File: config.mk
export PLATFORM = sky130hd
export DESIGN_NAME = gitlf_ctrl
export DESIGN_NICKNAME = d
export VERILOG_FILES = /design/src/rtl/gitlf_pkg.sv /design/src/rtl/gitlf_ctrl.sv
export SDC_FILE = /design/constraint.sdc
export NUM_CORES = 1
export LEC_CHECK = 0
export ABC_CLOCK_PERIOD_IN_PS = 4450
export BUFFER_PORTS_ARGS = -buffer_cell sky130_fd_sc_hd__buf_2
export CAP_MARGIN = 15
export CORE_UTILIZATION = 48
export CTS_CLUSTER_DIAMETER = 30
export CTS_CLUSTER_SIZE = 25
export DETAILED_ROUTE_END_ITERATION = 8
export PLACE_DENSITY = 0.83
export RECOVER_POWER = 25
export SLEW_MARGIN = 20
export SYNTH_ARGS = -nofsm -noshare
export SYNTH_HDL_FRONTEND = slang
export SYNTH_SLANG_ARGS = --single-unit
File: constraint.sdc
create_clock -name clock -period 4.45 [get_ports clock]
set_input_delay 0.445 -clock clock [delete_from_list [all_inputs] [get_ports clock]]
set_output_delay 0.445 -clock clock [all_outputs]
set_load 0.02 [all_outputs]
File: src/rtl/gitlf_pkg.sv
`timescale 1ns / 1ps
// ----------------------------------------------------------------------------
// gitlf_pkg
// Shared types and constants for the track label fusion block.
// ----------------------------------------------------------------------------
package gitlf_pkg;

   localparam int ID_W       = 8;
   localparam int CLASS_W    = 8;
   localparam int SCORE_W    = 16;
   localparam int COORD_IN_W = 12;
   localparam int MATCH_W    = 5;
   localparam int FRAC_W     = 16;

   localparam logic [SCORE_W-1:0] THR_RESET = 16'd9830;

   localparam logic [1:0] KIND_TRACK = 2'd0;
   localparam logic [1:0] KIND_DET   = 2'd1;
   localparam logic [1:0] KIND_EOF   = 2'd2;
   localparam logic [1:0] KIND_BATCH = 2'd3;

   localparam logic REPORT_LIVE   = 1'b0;
   localparam logic REPORT_VANISH = 1'b1;

   typedef enum logic [4:0] {
      ST_CLEAR,
      ST_IDLE,
      ST_SCAN_RD,
      ST_SCAN_WR,
      ST_PASS,
      ST_PAIR,
      ST_OVL,
      ST_INT,
      ST_AREA,
      ST_UNION_A,
      ST_UNION_B,
      ST_THR,
      ST_OK,
      ST_CMP_B,
      ST_CMP_C,
      ST_COMMIT,
      ST_REP_RD,
      ST_REP_WR,
      ST_FLUSH
   } state_type;

   typedef enum logic [2:0] {
      MUL_NONE,
      MUL_INTER,
      MUL_AREA_T,
      MUL_AREA_D,
      MUL_THR,
      MUL_CMP_A,
      MUL_CMP_B
   } mul_sel_type;

   typedef struct packed {
      logic        idle;
      logic        clr_wr;
      logic        id_inc;
      logic        lm_rd;
      logic        scan_wr;
      logic        emit;
      logic        match_init;
      logic        pass_init;
      logic        pair_next;
      logic        ovl_en;
      mul_sel_type mul_sel;
      logic        inter_en;
      logic        area_en;
      logic        union_en;
      logic        cmp_save;
      logic        take_best;
      logic        commit;
      logic        rep_init;
      logic        rep_rd;
      logic        rep_wr;
      logic        rep_next;
      logic        flush;
      logic        frame_done;
   } cmd_type;

   typedef struct packed {
      logic eof_req;
      logic id_last;
      logic vanish;
      logic out_free;
      logic no_pairs;
      logic row_end;
      logic pair_skip;
      logic found;
      logic pair_ok;
      logic better;
      logic pend_valid;
   } status_type;

endpackage

File: src/rtl/gitlf_ctrl.sv
`timescale 1ns / 1ps
// ----------------------------------------------------------------------------
// gitlf_ctrl
// Sequencer: label clear, loading, vanish scan, greedy matching, reporting.
// ----------------------------------------------------------------------------
module gitlf_ctrl (
   input  logic                   clock,
   input  logic                   reset,
   input  gitlf_pkg::status_type  status,
   output gitlf_pkg::cmd_type     cmd
);
   import gitlf_pkg::*;

   state_type state_ff, state_in;

   always_ff @(posedge clock) begin
      if (reset) begin
         state_ff <= ST_CLEAR;
      end else begin
         state_ff <= state_in;
      end
   end

   always_comb begin
      state_in = state_ff;
      case (state_ff)
         ST_CLEAR: begin
            if (status.id_last) state_in = ST_IDLE;
         end
         ST_IDLE: begin
            if (status.eof_req) state_in = ST_SCAN_RD;
         end
         ST_SCAN_RD: state_in = ST_SCAN_WR;
         ST_SCAN_WR: begin
            if (!status.vanish || status.out_free) begin
               state_in = status.id_last ? ST_PASS : ST_SCAN_RD;
            end
         end
         ST_PASS: state_in = status.no_pairs ? ST_REP_RD : ST_PAIR;
         ST_PAIR: begin
            if (status.row_end) begin
               state_in = status.found ? ST_COMMIT : ST_REP_RD;
            end else if (!status.pair_skip) begin
               state_in = ST_OVL;
            end
         end
         ST_OVL:     state_in = ST_INT;
         ST_INT:     state_in = ST_AREA;
         ST_AREA:    state_in = ST_UNION_A;
         ST_UNION_A: state_in = ST_UNION_B;
         ST_UNION_B: state_in = ST_THR;
         ST_THR:     state_in = ST_OK;
         ST_OK: begin
            state_in = (status.pair_ok && status.found) ? ST_CMP_B : ST_PAIR;
         end
         ST_CMP_B:   state_in = ST_CMP_C;
         ST_CMP_C:   state_in = ST_PAIR;
         ST_COMMIT:  state_in = ST_PASS;
         ST_REP_RD:  state_in = status.row_end ? ST_FLUSH : ST_REP_WR;
         ST_REP_WR: begin
            if (status.out_free) state_in = ST_REP_RD;
         end
         ST_FLUSH: begin
            if (!status.pend_valid || status.out_free) state_in = ST_IDLE;
         end
         default: state_in = ST_IDLE;
      endcase
   end

   always_comb begin
      cmd = '0;
      cmd.mul_sel = MUL_NONE;
      case (state_ff)
         ST_CLEAR: begin
            cmd.clr_wr = 1'b1;
            cmd.id_inc = 1'b1;
         end
         ST_IDLE:    cmd.idle = 1'b1;
         ST_SCAN_RD: cmd.lm_rd = 1'b1;
         ST_SCAN_WR: begin
            if (!status.vanish || status.out_free) begin
               cmd.scan_wr    = 1'b1;
               cmd.emit       = status.vanish;
               cmd.id_inc     = 1'b1;
               cmd.match_init = status.id_last;
            end
         end
         ST_PASS: begin
            cmd.rep_init  = status.no_pairs;
            cmd.pass_init = !status.no_pairs;
         end
         ST_PAIR: begin
            if (status.row_end) begin
               cmd.rep_init = !status.found;
            end else begin
               cmd.pair_next = status.pair_skip;
            end
         end
         ST_OVL: cmd.ovl_en = 1'b1;
         ST_INT: cmd.mul_sel = MUL_INTER;
         ST_AREA: begin
            cmd.inter_en = 1'b1;
            cmd.mul_sel  = MUL_AREA_T;
         end
         ST_UNION_A: begin
            cmd.area_en = 1'b1;
            cmd.mul_sel = MUL_AREA_D;
         end
         ST_UNION_B: cmd.union_en = 1'b1;
         ST_THR:     cmd.mul_sel = MUL_THR;
         ST_OK: begin
            if (!status.pair_ok) begin
               cmd.pair_next = 1'b1;
            end else if (!status.found) begin
               cmd.take_best = 1'b1;
               cmd.pair_next = 1'b1;
            end else begin
               cmd.mul_sel = MUL_CMP_A;
            end
         end
         ST_CMP_B: begin
            cmd.cmp_save = 1'b1;
            cmd.mul_sel  = MUL_CMP_B;
         end
         ST_CMP_C: begin
            cmd.take_best = status.better;
            cmd.pair_next = 1'b1;
         end
         ST_COMMIT: cmd.commit = 1'b1;
         ST_REP_RD: cmd.rep_rd = !status.row_end;
         ST_REP_WR: begin
            if (status.out_free) begin
               cmd.rep_wr   = 1'b1;
               cmd.emit     = 1'b1;
               cmd.rep_next = 1'b1;
            end
         end
         ST_FLUSH: begin
            if (!status.pend_valid) begin
               cmd.frame_done = 1'b1;
            end else if (status.out_free) begin
               cmd.flush      = 1'b1;
               cmd.frame_done = 1'b1;
            end
         end
         default: cmd.idle = 1'b0;
      endcase
   end

endmodule

; Yosys cells after proc, flatten, opt, wreduce, memory -nomap -nowiden
; Cells that the tools add are included.
[word_totals]
ff_bits = 5
input_bits = 13
output_inout_bits = 25
elab_cells = 82
[op_classes]
n_eq_ne = 24
muxes = 47
n_reduce_logical = 10
[op_table]
columns = operator, n
row1 = $pmux 5 s19, 1
row2 = $mux 5, 9
row3 = $eq 5x4->1 const B, 8
row4 = $mux 1, 22
row5 = $eq 5x3->1 const B, 4
row6 = $pmux 3 s6, 1
row7 = $eq 5x5->1 const B, 3
row8 = $mux 3, 4
row9 = $eq 5x2->1 const B, 2
row10 = $ne 2x2->1 const B, 5
row11 = $mux 2, 4
row12 = $pmux 1 s2, 4
row13 = $reduce_and 6->1, 1
row14 = $eq 5x1->1 const B, 1
row15 = $logic_not 1->1, 5
row16 = $logic_not 5->1, 1
row17 = $mux 4, 1
row18 = $ne 3x3->1 const B, 1
row19 = $pmux 1 s3, 1
row20 = $logic_or 1x1->1, 2
row21 = $logic_and 1x1->1, 1

; Longest topological paths before layout
; Gate-level depths: netlist (run 1).
[logic_depth]
depth_word = 4
mapped_depth = 7
mapped_depth_nobuf = 5

; Worst setup path before layout (run 1)
; OpenSTA, ideal clock, no wires.
[synth_path]
path_type = register to output
from = reg state_ff[2]
to = out cmd[18] (netlist name)
t_arrival_ns = 1.639
required_time_ns = 4.005
slack_ns = 2.366
stages_incl_launch_ff = 6
path_buffers = 1
cell_sequence = dfxtp_1 -> buf_2 -> nor2_1 -> nand2_1 -> nor3b_1 -> and2_1
[synth_lines]
columns = element, line_no
row1 = "start, declared", gitlf_ctrl.sv:14  ; state_type state_ff, state_in;
row2 = "start signal, assigned", gitlf_ctrl.sv:20  ; state_ff <= state_in;
row3 = "end, declared", gitlf_ctrl.sv:10  ; output gitlf_pkg::cmd_type cmd

==> results of run 1 <==
==> worst max-delay path, stage by stage (launching register included) <==
cell and delay (ns):
dfxtp_1 0.80, nand2_1 0.24, nor3b_1 0.34, and2_1 0.17
buf_2 0.16
==> layer usage <==
| metal | part of all wire, % | global-route usage, % |
|---|---|---|
| met1 | 41 | 38.67 |
| met2 | 49 | 44.38 |
| met3 | 8.8 | 3.043 |
| met4 | 1.1 | 10.32 |
| met5 | 0 | 0 |
==> power by group through the flow <==
stage	combinational [mW]	sequential, mW	clock, mW
6_report	0.0672	0.0571	0.0530
5_1_grt	0.0731	0.0580	0.0572
4_1_cts	0.0684	0.0566	0.0554
3_5_place_dp	0.0681	0.0573	0
3_3_place_gp	0.0665	0.0573	0
2_1_floorplan	0.0527	0.0498	0
==> layout make-up <==
| type | count | area, um^2 |
|---|---|---|
| multi-input combinational | 104 | 581.8 |
| fill | 148 | 579.3 |
| timing repair buffer | 37 | 180.2 |
| sequential | 5 | 100.1 |
| clock buffer | 4 | 26.28 |
| tap | 16 | 20.02 |
| inverter | 5 | 18.77 |
==> cells by family after synthesis <==
logic type | synth area share [%]
compound gates | 28.60
xor+xnor | 1.144
buf+inv | 8.658
flops | 13.07
mux | 1.307
simple gates | 47.23
==> cell usage in the layout, fill, tap and decap left out, types with 2 or more instances in the layout <==
cell type	instances
a21oi_1	11
a31oi_1	2
buf_2	33
clkbuf_1	5
clkbuf_4	3
dfxtp_1	5
inv_1	4
nand2_1	11
nand2b_1	8
nand3_1	8
nor2_1	16
nor2b_1	2
nor3_1	9
nor3b_1	3
nor4_1	3
o21ai_0	8
o22ai_1	2
o311ai_0	2
==> worst max-delay path by stage <==
stage	slack (ns)	startpoint	endpoint	depth (start not counted)
6_report	2.05	state_ff[1]$_SDFFE_PP0P_	cmd[18]	4
5_1_grt	1.94	state_ff[1]$_SDFFE_PP0P_	cmd[18]	4
4_1_cts	2.06	state_ff[1]$_SDFFE_PP0P_	cmd[18]	4
3_5_place_dp	2.35	state_ff[1]$_SDFFE_PP0P_	cmd[18]	4
3_3_place_gp	2.42	state_ff[1]$_SDFFE_PP0P_	state_ff[4]$_SDFFE_PP0P_	5
2_1_floorplan	2.37	state_ff[2]$_SDFFE_PP0P_	cmd[18]	5
==> impl_metrics.ini, run 1 <==
[clocking]
clk_latency_ns = 0.24
ctsResizeCount = 0
cts_setup_buffers = 0
cts_tree = built
numCtsBuffers = 3
holdBufCountCts = 0
clk_path_buf_depth = 2
clkSinkCount = 5
h-tree-depth = 1
clk_pin_slew_ns = 0.05
root_buffer = clkbuf_4

[cells_and_area]
top_register = state_ff
postLayoutCellArea_um2 = 927.1
reg_top3 = state_ff: 5 flops
fin_nets = 169
drive_gt1_share_pct = 25.81
final_core_util_pct = 61.54
diodes = 0
syn_to_final_growth_pct = 21.08
layout.cells.non_filler = 171
largest_reg_flops = 5

[detailed_routing]
via_per_inst = 6.170
postRouteAntennaNets = 0
vias = 1055
first_pass_iters = 6
wl_per_cell_um = 14.04
drc = 0
wl_um = 2400
dr.first_iter.drc_count = 91

[synthesis]
yosysSeqAreaShare_pct = 13.07
synth-async-reset-ratio_pct = 0
ys.flop_type = dfxtp_1
syn_avg_cell_area_um2 = 6.175
synth_area_um2 = 765.7
ys.warnings.count = 0
synth-edff-count = 0
synth.largest_area_cell = dfxtp_1
synth.most_common_cell = nor2_1
ys_ff_latch = 5
synthTopCellsByArea = dfxtp_1, nor2_1, a21oi_1
synthTopCellsByCount = nor2_1, a21oi_1, nand2_1
yosysTopAreaCellShare_pct = 13.07
synth_cell_types = 40
synth_nets = 137
netlist_instances = 124

[grt]
grt_pass1_vias = 891
grt_max_degree = 25
grt_use_total_pct = 27.93
grt_pass1_wl_um = 3946
antenna_found_initial = 0
grt-ovfl-total = 0

[power_and_ir_drop]
p_comb_share_pct = 37.9
peakVddDrop_v = 0.00008024
seqPwrFrac_pct = 32.2
sw_frac_of_total_pct = 40.34
power.density_nw_per_um2 = 191.2
fin_total_pwr_uw = 177.3
internal_power_uw = 105.8
power.leakage_nw = 0.4067
clkPwrFrac_pct = 29.9
p_switching_uw = 71.52

[place]
pre_cts_slack_ns = 2.347
hpwl_um = 1762
place_inst = 167
gp_congestion = 0.9332
placed_area_um2 = 923.4
port_buffers = 37

[setup_path]
path_class = reg2out
ff2ff_setup_slack_ns = 2.17
worstSetupEndpointType = output port
r2r_start = state_ff[2]$_SDFFE_PP0P_
worst-path-max-fanout = 24
r2r_cells = 5
arrival_ns = 1.96
critPathLaunchType = flop
required_ns = 4.01
r2r_end = state_ff[4]$_SDFFE_PP0P_

[sta]
period_share_pct = 54.03
slew_violations = 0
min_period_ns = 2.404
worst_slack_ns = 2.046
tightest_slew_ns = 0.7583
fmax_ghz = 0.4159
rsz0062_at_grt = no
skew_ns = 0.003009
setup_viol = 0
slew_headroom_pct = 49.37
finalHoldViolations = 0
holdWs_ns = 0.4297
setup_tns_ns = 0

[worst_hold_path]
hold_class = in2reg
hp-start = reset
hold_path_depth = 2
worstHoldEndpoint = state_ff[1]$_SDFFE_PP0P_

[die]
io-pin-count = 38
dieWidth_um = 41.94
fp.coreArea_um2 = 1506
dieArea_um2 = 1759
row_count = 14
dieHeight_um = 41.94
start_util_pct = 50.83

[run_status]
status = finished, final reports clean

[run]
cap_violations = 0
(Power assumes the default switching activity.)
==> inputs of run 2 (changes only) <==
--- a/config.mk
+++ b/config.mk
@@ -5,14 +5,15 @@
 export SDC_FILE = /design/constraint.sdc
 export NUM_CORES = 1
 export LEC_CHECK = 0
-export ABC_CLOCK_PERIOD_IN_PS = 4450
+export ABC_CLOCK_PERIOD_IN_PS = 2200
 export BUFFER_PORTS_ARGS = -buffer_cell sky130_fd_sc_hd__buf_2
 export CAP_MARGIN = 15
-export CORE_UTILIZATION = 48
+export CORE_ASPECT_RATIO = 0.7
+export CORE_UTILIZATION = 41
 export CTS_CLUSTER_DIAMETER = 30
 export CTS_CLUSTER_SIZE = 25
 export DETAILED_ROUTE_END_ITERATION = 8
-export PLACE_DENSITY = 0.83
+export PLACE_DENSITY = 0.76
 export RECOVER_POWER = 25
 export SLEW_MARGIN = 20
 export SYNTH_ARGS = -nofsm -noshare
==> constraint.sdc (replaced) <==
create_clock -name clock -period 2.2 [get_ports clock]
set_input_delay 0.22 -clock clock [delete_from_list [all_inputs] [get_ports clock]]
set_output_delay 0.22 -clock clock [all_outputs]
set_load 0.02 [all_outputs]
==> run 2 against run 1 <==
Non-clock buffer count increased by 4. Combinational power is 130% higher. Clock skew fell by 0.0019 ns. Worst setup slack worse by 1.9 ns. Count of clock-buffer cells in the layout unchanged. Via count rose by 0.28%. Final area is 5.4% higher. Die area rose by 16%. Wire length grew 1.0%. Critical path type unchanged. Critical endpoint unchanged.
==> impl_metrics.ini, run 2 (same netlist as run 1, synthesis figures left out) <==
[die]
fp.coreArea_um2 = 1667
io-pin-count = 38
row_count = 12
dieHeight_um = 38.16
dieWidth_um = 53.66
dieArea_um2 = 2047
start_util_pct = 45.95

[grt]
grt_pass1_wl_um = 3857
grt_max_degree = 16
grt-ovfl-total = 0
grt_pass1_vias = 857
grt_use_total_pct = 26.72
antenna_found_initial = 0

[sta]
min_period_ns = 2.011
slew_headroom_pct = 66.31
fmax_ghz = 0.4973
rsz0062_at_grt = no
setup_viol = 0
holdWs_ns = 0.2013
tightest_slew_ns = 0.5046
slew_violations = 0
period_share_pct = 91.41
worst_slack_ns = 0.1891
finalHoldViolations = 0
setup_tns_ns = 0
skew_ns = 0.001084

[place]
port_buffers = 37
gp_congestion = 0.9433
pre_cts_slack_ns = 0.3828
hpwl_um = 1938

[cells_and_area]
largest_reg_flops = 5
reg_top3 = state_ff: 5 flops
drive_gt1_share_pct = 27.67
diodes = 0
fin_nets = 173
nFillCells = 173
register_area_um2 = 100.1
top_register = state_ff
final_cell_mix = buf_2, nor2_1, nand2_1, a21oi_1, nor3_1
multi_input_area_um2 = 599.3
syn_to_final_growth_pct = 27.61
layout_commonest_cell = buf_2

[detailed_routing]
wl_um = 2424
wl_per_cell_um = 13.47
via_per_inst = 5.878
dr.first_iter.drc_count = 51
vias = 1058
drc = 0
postRouteAntennaNets = 0
first_pass_iters = 4

[setup_path]
worstSetupEndpointType = output port
arrival_ns = 1.79
required_ns = 1.98
critPathLaunchType = flop
worst-path-max-fanout = 15
path_class = reg2out

[clocking]
clk_latency_ns = 0.25
clk_path_buf_depth = 2
numCtsBuffers = 3
cts_tree = built
clk_pin_slew_ns = 0.05
clkSinkCount = 5
cts_setup_buffers = 0
root_buffer = clkbuf_4
h-tree-depth = 1
holdBufCountCts = 0
ctsResizeCount = 0

[power_and_ir_drop]
peakVddDrop_v = 0.0002772
power.density_nw_per_um2 = 383.4
power.leakage_nw = 0.4283

[run_status]
status = finished, final reports clean

[worst_hold_path]
hold_class = in2reg

[run]
cap_violations = 0
==> run 2: cell count changes in the layout (fill, tap and decap cells not counted) <==
cell and change:
buf_4 +3, o311ai_0 -2, clkbuf_1 +1, o311ai_1 +1, o311ai_4 +1
==> run 2: metal layers <==
layer	routed length [um]	GRT usage (%)	share of wire, %	up-vias
li1	-	-	-	517
met1	1109	36.24	46	460
met2	1008	41.88	42	77
met3	281	6.746	12	4
met4	23	6.579	0.95	0
met5	0	0	0	-
==> run 2: worst max-delay path: stages, from the launching register on <==
cell,delay (ns)
dfxtp_1,0.63
nand2_1,0.25
nor3b_1,0.34
and2_1,0.17
buf_2,0.16
==> run 2: stage by stage <==
| step | power (mW) | utilization, % | area, um^2 | cells |
|---|---|---|---|---|
| floorplan | 0.2073 | - | 765.7 | 124 |
| global placement | 0.2596 | 57.58 | 959.7 | 176 |
| detailed placement | 0.2615 | 57.58 | 959.7 | 176 |
| CTS | 0.3766 | 59.16 | 985.9 | 180 |
| global route | 0.4058 | 58.63 | 977.2 | 180 |
| finish | 0.3746 | 58.63 | 977.2 | 180 |
==> run 2: final timing paths <==
check / cells after the start / to / slack (ns) / startpoint
worst max register to register: 6 / state_ff[2]$_SDFFE_PP0P_ / 0.33 / state_ff[3]$_SDFFE_PP0P_
worst min-delay path: 2 / state_ff[4]$_SDFFE_PP0P_ / 0.20 / reset
worst max-delay path: 4 / cmd[18] / 0.19 / state_ff[1]$_SDFFE_PP0P_
worst min register to register: 2 / state_ff[4]$_SDFFE_PP0P_ / 0.70 / state_ff[4]$_SDFFE_PP0P_
==> run 2: area by class of cell <==
class	count	area share (%)
clock buffers	4	2.689
inverters	5	1.921
multi-input cells	104	61.33
flip-flops and latches	5	10.24
well taps	21	2.689
repair buffers	41	21.13
==> run 2: power breakdown <==
part	leakage [nW]	internal, mW	total (mW)	switching [mW]
Sequential	0.0406	0.0951	0.106	0.0106
Clock	0.0150	0.0689	0.112	0.0434
Combinational	0.373	0.0563	0.157	0.100
